File: src/rtl/stid_pkg.sv
package stid_pkg;

   // Table geometry
   localparam int SLOTS   = 16;
   localparam int IDX_W   = (SLOTS > 1) ? $clog2(SLOTS) : 1;
   localparam int POS_W   = 4;
   localparam int KEY_W   = 44;
   localparam int PRICE_W = 16;
   localparam int SIDX_W  = 4;
   localparam int CMP_W   = (IDX_W > POS_W) ? IDX_W : POS_W;

   typedef enum logic {
      OP_INSERT = 1'b0,
      OP_DELETE = 1'b1
   } op_type;

   typedef enum logic {
      ST_IDLE = 1'b0,
      ST_RUN  = 1'b1
   } state_type;

   typedef struct packed {
      logic [KEY_W-1:0]   key;
      logic [PRICE_W-1:0] price;
   } entry_type;

   // Controller to datapath
   typedef struct packed {
      logic             load;
      logic             step;
      logic [IDX_W-1:0] idx;
      logic             last;
   } cmd_type;

   // Datapath to controller
   typedef struct packed {
      logic out_free;
   } status_type;

endpackage

File: src/rtl/stid_ctrl.sv
module stid_ctrl (
   input  logic                 clock,
   input  logic                 reset,
   input  logic                 req_valid,
   output logic                 req_stall,
   input  stid_pkg::status_type status,
   output stid_pkg::cmd_type    cmd
);

   stid_pkg::state_type state_ff, state_in;
   logic [stid_pkg::IDX_W-1:0] count_ff, count_in;
   logic last_idx;

   always_ff @(posedge clock) begin
      if (reset) begin
         state_ff <= stid_pkg::ST_IDLE;
         count_ff <= '0;
      end else begin
         state_ff <= state_in;
         count_ff <= count_in;
      end
   end

   assign last_idx = (count_ff == stid_pkg::IDX_W'(stid_pkg::SLOTS - 1));

   always_comb begin
      state_in  = state_ff;
      count_in  = count_ff;
      req_stall = 1'b1;
      cmd.load  = 1'b0;
      cmd.step  = 1'b0;
      cmd.idx   = count_ff;
      cmd.last  = last_idx;
      unique case (state_ff)
         stid_pkg::ST_IDLE: begin
            req_stall = 1'b0;
            if (req_valid) begin
               cmd.load = 1'b1;
               count_in = '0;
               state_in = stid_pkg::ST_RUN;
            end
         end
         stid_pkg::ST_RUN: begin
            // advance one slot whenever the output register can take it
            if (status.out_free) begin
               cmd.step = 1'b1;
               count_in = count_ff + 1'b1;
               if (last_idx) begin
                  count_in = '0;
                  state_in = stid_pkg::ST_IDLE;
               end
            end
         end
         default: begin
            state_in = stid_pkg::ST_IDLE;
         end
      endcase
   end

endmodule

File: src/rtl/stid_datapath.sv
module stid_datapath (
   input  logic                           clock,
   input  logic                           reset,
   input  stid_pkg::cmd_type              cmd,
   output stid_pkg::status_type           status,
   input  logic                           req_operation,
   input  logic [stid_pkg::POS_W-1:0]     req_position,
   input  logic [stid_pkg::KEY_W-1:0]     req_book_key,
   input  logic [stid_pkg::PRICE_W-1:0]   req_book_price,
   output logic                           rsp_valid,
   input  logic                           rsp_stall,
   output logic [stid_pkg::SIDX_W-1:0]    rsp_slot_index,
   output logic [stid_pkg::KEY_W-1:0]     rsp_slot_key,
   output logic [stid_pkg::PRICE_W-1:0]   rsp_slot_price,
   output logic                           rsp_last_slot
);

   // Ring of slots: head is the slot being streamed, new values enter at the tail
   stid_pkg::entry_type ring_ff [stid_pkg::SLOTS];
   stid_pkg::entry_type carry_ff;
   stid_pkg::entry_type new_entry;

   stid_pkg::op_type                 op_ff;
   logic [stid_pkg::POS_W-1:0]       pos_ff;
   logic [stid_pkg::KEY_W-1:0]       key_ff;
   logic [stid_pkg::PRICE_W-1:0]     price_ff;
   logic                             hit_ff, hit_in;

   logic                             rsp_valid_ff;
   logic [stid_pkg::SIDX_W-1:0]      slot_index_ff;
   stid_pkg::entry_type              slot_ff;
   logic                             last_slot_ff;

   logic [stid_pkg::CMP_W-1:0]       idx_ext, pos_ext;
   logic                             match_now;

   assign idx_ext   = stid_pkg::CMP_W'(cmd.idx);
   assign pos_ext   = stid_pkg::CMP_W'(pos_ff);
   assign match_now = (ring_ff[0].key == key_ff);
   assign hit_in    = hit_ff | match_now;

   always_comb begin
      new_entry = ring_ff[0];
      case (op_ff)
         stid_pkg::OP_INSERT: begin
            if (idx_ext == pos_ext) begin
               new_entry.key   = key_ff;
               new_entry.price = price_ff;
            end else if (idx_ext > pos_ext) begin
               new_entry = carry_ff;
            end
         end
         stid_pkg::OP_DELETE: begin
            // pull the next slot down once the match has been seen; clear the last
            if (hit_in) begin
               new_entry = cmd.last ? '0 : ring_ff[1];
            end
         end
         default: begin
            new_entry = ring_ff[0];
         end
      endcase
   end

   always_ff @(posedge clock) begin
      if (reset) begin
         for (int i = 0; i < stid_pkg::SLOTS; i++) begin
            ring_ff[i] <= '0;
         end
      end else if (cmd.step) begin
         for (int i = 0; i < stid_pkg::SLOTS - 1; i++) begin
            ring_ff[i] <= ring_ff[i+1];
         end
         ring_ff[stid_pkg::SLOTS-1] <= new_entry;
      end
   end

   always_ff @(posedge clock) begin
      if (cmd.load) begin
         op_ff    <= stid_pkg::op_type'(req_operation);
         pos_ff   <= req_position;
         key_ff   <= req_book_key;
         price_ff <= req_book_price;
      end
      if (cmd.step) begin
         carry_ff <= ring_ff[0];
      end
   end

   always_ff @(posedge clock) begin
      if (reset) begin
         hit_ff <= 1'b0;
      end else if (cmd.load) begin
         hit_ff <= 1'b0;
      end else if (cmd.step) begin
         hit_ff <= hit_in;
      end
   end

   // Output register
   always_ff @(posedge clock) begin
      if (reset) begin
         rsp_valid_ff <= 1'b0;
      end else if (cmd.step) begin
         rsp_valid_ff <= 1'b1;
      end else if (!rsp_stall) begin
         rsp_valid_ff <= 1'b0;
      end
   end

   always_ff @(posedge clock) begin
      if (cmd.step) begin
         slot_index_ff <= stid_pkg::SIDX_W'(cmd.idx);
         slot_ff       <= new_entry;
         last_slot_ff  <= cmd.last;
      end
   end

   assign status.out_free = !rsp_valid_ff || !rsp_stall;

   assign rsp_valid      = rsp_valid_ff;
   assign rsp_slot_index = slot_index_ff;
   assign rsp_slot_key   = slot_ff.key;
   assign rsp_slot_price = slot_ff.price;
   assign rsp_last_slot  = last_slot_ff;

endmodule

File: src/rtl/shift_table_insert_delete_top.sv
// Shift table with insert and delete.
//
// Request channel (req_valid / req_stall): operation selects insert at
// req_position or delete of the lowest slot whose key equals req_book_key.
// An insert pushes later slots up and drops the last one; a delete pulls
// later slots down and clears the last slot. A missed delete changes nothing.
//
// Response channel (rsp_valid / rsp_stall): after each request the whole
// table comes out, one response per slot, slot 0 first, rsp_last_slot high
// on the final slot.
//
// Throughput: a request is registered on acceptance; the slots leave through
// the output register, one slot per cycle unless rsp_stall holds it. The
// slots sit in a register ring that rotates one place per cycle when not
// stalled, updating the entry at its head as it streams out. The next request
// is accepted while the last slot still waits to be taken.
//
// Reset clears every slot to zero. A stall on the response side freezes the
// ring and holds the waiting response; request stall stays high until the
// rotation finishes.
module shift_table_insert_delete_top (
   input  logic                           clock,
   input  logic                           reset,
   input  logic                           req_valid,
   output logic                           req_stall,
   input  logic                           req_operation,
   input  logic [stid_pkg::POS_W-1:0]     req_position,
   input  logic [stid_pkg::KEY_W-1:0]     req_book_key,
   input  logic [stid_pkg::PRICE_W-1:0]   req_book_price,
   output logic                           rsp_valid,
   input  logic                           rsp_stall,
   output logic [stid_pkg::SIDX_W-1:0]    rsp_slot_index,
   output logic [stid_pkg::KEY_W-1:0]     rsp_slot_key,
   output logic [stid_pkg::PRICE_W-1:0]   rsp_slot_price,
   output logic                           rsp_last_slot
);

   stid_pkg::cmd_type    cmd;
   stid_pkg::status_type status;

   // Sequence the rotation: capture the request, then step once per slot
   stid_ctrl u_ctrl (
      .clock     (clock),
      .reset     (reset),
      .req_valid (req_valid),
      .req_stall (req_stall),
      .status    (status),
      .cmd       (cmd)
   );

   // Hold the table, apply the update at the ring head, drive the output register
   stid_datapath u_datapath (
      .clock          (clock),
      .reset          (reset),
      .cmd            (cmd),
      .status         (status),
      .req_operation  (req_operation),
      .req_position   (req_position),
      .req_book_key   (req_book_key),
      .req_book_price (req_book_price),
      .rsp_valid      (rsp_valid),
      .rsp_stall      (rsp_stall),
      .rsp_slot_index (rsp_slot_index),
      .rsp_slot_key   (rsp_slot_key),
      .rsp_slot_price (rsp_slot_price),
      .rsp_last_slot  (rsp_last_slot)
   );

endmodule
File: config.mk
export PLATFORM = sky130hd
export DESIGN_NAME = shift_table_insert_delete_top
export DESIGN_NICKNAME = d
export VERILOG_FILES = /design/src/rtl/stid_pkg.sv /design/src/rtl/stid_ctrl.sv /design/src/rtl/stid_datapath.sv /design/src/rtl/shift_table_insert_delete_top.sv
export SDC_FILE = /design/constraint.sdc
export NUM_CORES = 1
export LEC_CHECK = 0
export BUFFER_PORTS_ARGS = -buffer_cell sky130_fd_sc_hd__buf_4
export CORE_UTILIZATION = 45
export DETAILED_ROUTE_END_ITERATION = 6
export GPL_TIMING_DRIVEN = 0
export PLACE_DENSITY_LB_ADDON = 0.25
export SYNTH_ARGS = -nofsm -noshare
export SYNTH_HDL_FRONTEND = slang
export SYNTH_SLANG_ARGS = --single-unit
export TNS_END_PERCENT = 30
File: constraint.sdc
create_clock -name clock -period 48.1 [get_ports clock]
set_input_delay 9.62 -clock clock [delete_from_list [all_inputs] [get_ports clock]]
set_output_delay 9.62 -clock clock [all_outputs]
set_load 0.01 [all_outputs]
==> flow_summary.toml, run 1 <==
[sta]
final-hold-violation-count = 0
fin_tns_setup_ns = 0
setup_viol = 0
max_slew_margin = 0.06273
rsz0062_at_grt = "no"
tightestPinTransition_ns = 1.406
skew_ns = 0.02537
maxSlewViolCount = 0
finalCritPeriodShare = 0.2616
fmax_ghz = 0.07946
min_period_ns = 12.58

[die]
start_util = 0.4551
dieArea_sq_um = 100900
floorplan.die.height_um = 317.7
num_rows = 115
dieWidth_um = 317.7
core_sq_um = 98560
floorplan.io_pins = 136

[worst_setup_path]
end_kind = "flip-flop"
rr_worst_depth = 8
crit_type = "input pin to flip-flop"
r2r-end = "u_datapath.rsp_slot_key[42]"
endpoint = "u_datapath.ring_ff[0][393]"
critPathRequiredTime_ns = 48.45
critPathLaunch = "reset"
r2r_slack_ns = 43.56
critPathArrivalTime_ns = 12.93
reg2reg_from = "u_datapath.ring_ff[0][51]"
crit_fanout = 79
start_kind = "input pin"

[detailed_routing]
vias_per_cell = 5.369
vias = 24230
drc = 0
wl_mm = 98.91
drt_iter0_drc = 2746
dr.pass1.iters = 6
route.detailed.wl_per_inst_um = 21.92
drtAntennaViolNets = 0

[synth]
postSynthRegisterBits = 1157
synth_cell_types = 42
synth_nets = 2937
synthCells = 2863
netlist_area_sq_um = 44850
synth-edff-count = 1150
ys.flop_type = "edfxtp_1"
avgSynthCellArea_sq_um = 15.67
synthArstFlopShare = 0
synth.yosys.seq_area_share = 0.7731
yosys_warnings = 0

[clock_network]
htree_levels = 3
hold_buffers = 0
cts-buffers-inserted = 113
clock_sinks = 1157
clockBufferDepth = 3
cts.clk_slew.worst_paths_ns = 0.07
post_cts_resized = 0
cts_tree = "done"
clk-insertion-delay-late_ns = 0.69
cts_root_buf = "clkbuf_16"
post-cts-setup-buffer-count = 0

[grt]
use_met2 = 0.2884
grt_antenna_before_repair = 2
overflow = 0
gr-usage-all-layers = 0.1961
grt_max_degree = 80
grt_pass1_wl_mm = 149.5
gr-usage-met1 = 0.2966
busiest_layer = "met1"
grtUsageMet3 = 0.03535
grt_pass1_vias = 24000

[run_status]
status = "finished clean"

[layout]
multi_input_area_sq_um = 9488
nNetsFinal = 3203
n_antenna_cell = 0
fillCellCount = 7936
final_area_sq_um = 51610
syn2layout_area_growth_pct = 15.08
drive_gt1_frac = 0.1060
ff_latch_area_sq_um = 34670

[hold_path]
whs_path_depth = 0
min_path_type = "flip-flop to flip-flop"
hp-start = "u_datapath.ring_ff[0][4]"

[flow_run]
cap_violations = 0

[pwr]
power_density_nw_per_um2 = 43.44
vdd_ir_drop_max_mv = 0.02773
p_leak_uw = 0.01865

[placement]
gp_congestion = 0.8388
hpwl_mm = 64.93
dpl_cell_area_sq_um = 47940
io_buffer_count = 134
-- cell families (layout without fill, tap and decap cells) --
group	count (synthesis)	in the layout	share of synthesized area
AOI/OAI and AO/OA	107	107	0.01900
and+or+nand+nor	1332	1332	0.1734
DFF	1157	1157	0.7731
muxes	42	42	0.009373
adders and majority gates	5	5	0.001395
xor gates and xnor gates	42	42	0.008202
buffers and inverters	178	541	0.01557
-- synthesized netlist by cell type, types with 2 or more instances --
| cell type | number | area [sq um] |
|---|---|---|
| edfxtp_1 | 1150 | 34530 |
| o22ai_1 | 9 | 56.30 |
| o21a_1 | 2 | 15.01 |
| inv_1 | 12 | 45.04 |
| nor3_1 | 62 | 310.3 |
| clkbuf_1 | 155 | 581.8 |
| a211oi_1 | 9 | 67.56 |
| dfxtp_1 | 7 | 140.1 |
| o221ai_1 | 59 | 516.8 |
| nand3_1 | 49 | 245.2 |
| nand2b_1 | 54 | 337.8 |
| mux2i_1 | 42 | 420.4 |
| buf_2 | 6 | 30.03 |
| xor2_1 | 21 | 183.9 |
| and3_1 | 13 | 81.33 |
| nor2_1 | 52 | 195.2 |
| a211o_1 | 2 | 17.52 |
| and2_1 | 603 | 3772 |
| a2111oi_0 | 3 | 26.28 |
| a21oi_1 | 10 | 50.05 |
| nor2b_1 | 303 | 1896 |
| a32o_1 | 3 | 30.03 |
| buf_4 | 2 | 15.01 |
| o21ai_0 | 3 | 15.01 |
| nand4_1 | 7 | 43.79 |
| xnor2_1 | 21 | 183.9 |
| nand2_1 | 123 | 461.7 |
| nor4_1 | 62 | 387.9 |
| buf_6 | 2 | 22.52 |
| ha_1 | 5 | 62.56 |
-- per-stage QoR --
| step | std cells | worst slack (ns) | power, uW | util | hold WS (ns) |
|---|---|---|---|---|---|
| 2_1_floorplan | 2863 | 13.30 | 1389 | - | 0.4410 |
| 3_3_place_gp | 4284 | 5.486 | 1474 | 0.4816 | 0.4491 |
| 3_5_place_dp | 4301 | 34.75 | 1390 | 0.4864 | 0.4602 |
| 4_1_cts | 4513 | 35.47 | 2260 | 0.5237 | 0.4774 |
| 5_1_grt | 4513 | 35.32 | 2315 | 0.5237 | 0.4941 |
| 6_report | 4513 | 35.52 | 2242 | 0.5237 | 0.4815 |
-- sequential cells by signal (all words and copies together) (netlist names) --
name / cells
u_ctrl.count_ff: 4
u_ctrl.state_ff: 1
u_datapath.carry_ff: 60
u_datapath.hit_ff: 1
u_datapath.key_ff: 44
u_datapath.op_ff: 1
u_datapath.pos_ext: 4
u_datapath.price_ff: 16
u_datapath.ring_ff: 960
u_datapath.rsp_last_slot: 1
u_datapath.rsp_slot_index: 4
u_datapath.rsp_slot_key: 44
u_datapath.rsp_slot_price: 16
u_datapath.rsp_valid: 1
-- metal layers --
layer,share of wire,vias to the layer above
met5,0.000081,-
met4,0.025,2
met1,0.45,12190
met2,0.44,1000
met3,0.078,176
li1,-,10870
-- placed cells by master (no fill, tap or decap), types with 8 or more instances in the layout --
cell	n
a211oi_1	9
edfxtp_1	1150
clkinv_2	23
xor2_1	21
o22ai_1	9
xnor2_1	21
nor2_1	52
bufinv_16	8
nor2b_1	303
buf_16	15
clkbuf_1	175
inv_1	11
o221ai_1	59
nand3_1	49
clkinvlp_4	9
nor4_1	62
buf_4	136
nand2_1	123
a21oi_1	10
nand2b_1	53
mux2i_1	42
clkinv_1	17
and2_1	603
clkbuf_16	116
and3_1	13
nor3_1	62
-- critical path, cell delays in order --
cell	delay, ns
clkbuf_1	0.69
buf_2	0.43
nand2b_4	0.61
buf_16	0.38
buf_16	0.33
buf_16	0.35
buf_16	0.36
-- final cells by class --
class / count / share of cell area
well taps: 1287 / 0.03120
flip-flops and latches: 1157 / 0.6718
clock buffers: 142 / 0.05891
clock inverters: 70 / 0.01231
multi-input cells: 1528 / 0.1838
repair buffers: 151 / 0.02827
plain buffers: 165 / 0.01263
inverters: 13 / 0.001091
-- worst min-delay path by stage --
stage	to	slack [ns]
finish	u_datapath.carry_ff[4]	0.48
global route	u_datapath.carry_ff[3]	0.49
CTS	u_datapath.carry_ff[7]	0.48
detailed placement	u_datapath.carry_ff[7]	0.46
global placement	u_datapath.carry_ff[7]	0.45
floorplan	u_datapath.carry_ff[11]	0.44
-- power breakdown --
group	internal (uW)	total, uW	switching [uW]	leakage, uW
logic	45.4	134	88.6	0.00477
clock network	493	872	378	0.00179
registers	1210	1240	30.1	0.0121
total	1750	2240	497	0.0186
(Power assumes the default switching activity.)
==> run 2, diff against run 1 <==
==> constraint.sdc (replaced) <==
create_clock -name clock -period 11.5 [get_ports clock]
set_input_delay 2.3 -clock clock [delete_from_list [all_inputs] [get_ports clock]]
set_output_delay 2.3 -clock clock [all_outputs]
set_load 0.01 [all_outputs]
==> flow_summary.toml, run 2 (synthesis gave the netlist of run 1 again) <==
[worst_setup_path]
cpMostUsedCell = "buf_16"
start_kind = "input pin"
crit_type = "input pin to flip-flop"
crit_buf_inv = 6
critPathRequiredTime_ns = 11.84
critical_path.max_stage_delay_ns = 0.77
crit_path_top_delay_cell = "clkbuf_1"
critPathArrivalTime_ns = 5.86
crit_fanout = 79
path_delay_family = "buffers and inverters"
crit_chain = "clkbuf_1 > buf_2 > nand2b_4 > buf_16 > buf_16 > buf_16 > buf_16"
end_kind = "flip-flop"

[clock_network]
cts_tree = "done"
cts_root_buf = "clkbuf_16"
cts.clk_slew.worst_paths_ns = 0.07
post-cts-setup-buffer-count = 0
clk-insertion-delay-late_ns = 0.69
post_cts_resized = 0
hold_buffers = 0
clock_sinks = 1157
cts-buffers-inserted = 114
clockBufferDepth = 3
htree_levels = 3

[die]
num_rows = 115
core_sq_um = 98560
dieArea_sq_um = 100900
floorplan.die.height_um = 317.7
start_util = 0.4551
dieWidth_um = 317.7
floorplan.io_pins = 136

[placement]
place_inst = 4300
dp_slack_ns = 5.183
hpwl_mm = 64.51
gp_congestion = 0.8460
io_buffer_count = 134

[sta]
skew_ns = 0.02895
setup_viol = 0
maxSlewViolCount = 0
finalCritPeriodShare = 0.4807
min_period_ns = 5.528
max_slew_margin = 0.1086
fmax_ghz = 0.1809
layout_setup_ws_ns = 5.972
tightestPinTransition_ns = 1.337
rsz0062_at_grt = "no"
final-hold-violation-count = 0

[grt]
grtUsageMet3 = 0.03974
grt_pass1_wl_mm = 148.4
use_met2 = 0.2970
grt_pass1_vias = 23990
gr-usage-met1 = 0.2855
overflow = 0
gr-usage-all-layers = 0.1957
grt_max_degree = 80
grt_antenna_before_repair = 6
busiest_layer = "met2"

[layout]
final_common_cell = "edfxtp_1"
syn2layout_area_growth_pct = 15.88
fillCellCount = 7842
fin_cells = 4517
largest_reg_flops = 960
drive_gt1_frac = 0.1097
largestRegisters = "u_datapath.ring_ff: 960 flops, u_datapath.carry_ff: 60 flops"
nNetsFinal = 3203
layout_common_cells = "1,150 x edfxtp_1, 603 x and2_1, 303 x nor2b_1"
top_register = "u_datapath.ring_ff"

[run_status]
status = "finished clean"

[detailed_routing]
vias_per_cell = 5.334
wl_mm = 98.44
vias = 24090
drtAntennaViolNets = 0
dr.pass1.iters = 5
drc = 0
drt_iter0_drc = 2676
route.detailed.wl_per_inst_um = 21.79

[pwr]
power_density_nw_per_um2 = 186.7
vdd_ir_drop_max_mv = 0.1106
p_leak_uw = 0.01882

[flow_run]
cap_violations = 0

[hold_path]
min_path_type = "flip-flop to flip-flop"
==> run 2: cell count changes in the layout (fill, tap and decap cells not counted), moves of 3 or more <==
cell | before | now
clkinv_2 | 23 | 26
diode_2 | 0 | 3
bufinv_16 | 8 | 22
clkbuf_1 | 175 | 165
clkinv_4 | 7 | 3
clkbuf_8 | 4 | 0
==> run 2: routing by layer <==
metal,part of all wire,vias to the layer above
met5,0.00016,-
met4,0.027,4
met3,0.075,184
met2,0.45,933
met1,0.45,12100
li1,-,10880
==> run 2: layout make-up <==
class	instances	area [sq um]	area share
plain buffers	165	653.1	0.01257
repair buffers	150	1446	0.02783
multi-input cells	1528	9488	0.1825
clock buffers	131	3002	0.05775
inverters	13	56.30	0.001083
diodes	3	7.507	0.0001444
flip-flops and latches	1157	34670	0.6671
well taps	1287	1610	0.03098
clock inverters	83	1040	0.02000
==> run 2: report_power, final <==
part / switching (uW) / internal, uW
combinational: 365 / 189
clock: 1600 / 2370
sequential: 129 / 5050
total: 2090 / 7610
==> run 2: worst paths after layout <==
kind | startpoint | end | slack [ns] | cells past startpoint
hold / removal | u_datapath.ring_ff[0][7] | u_datapath.carry_ff[7] | 0.49 | 0
setup reg to reg | u_datapath.ring_ff[0][51] | u_datapath.rsp_slot_key[42] | 6.85 | 8
setup / recovery | reset | u_datapath.ring_ff[0][143] | 5.97 | 7
hold reg to reg | u_datapath.ring_ff[0][7] | u_datapath.carry_ff[7] | 0.49 | 0
==> run 2: stage by stage <==
stage / TNS [ns] / total power, uW / hold slack [ns] / cell area [sq um] / util
finish: 0 / 9703 / 0.4868 / 51980 / 0.5273
global route: 0 / 10010 / 0.4838 / 51970 / 0.5273
CTS: 0 / 9788 / 0.4817 / 51970 / 0.5273
detailed placement: 0 / 5809 / 0.4646 / 47930 / 0.4863
global placement: -1457.92 / 5880 / 0.4490 / 47480 / 0.4817
floorplan: 0 / 5598 / 0.4410 / 44860 / -
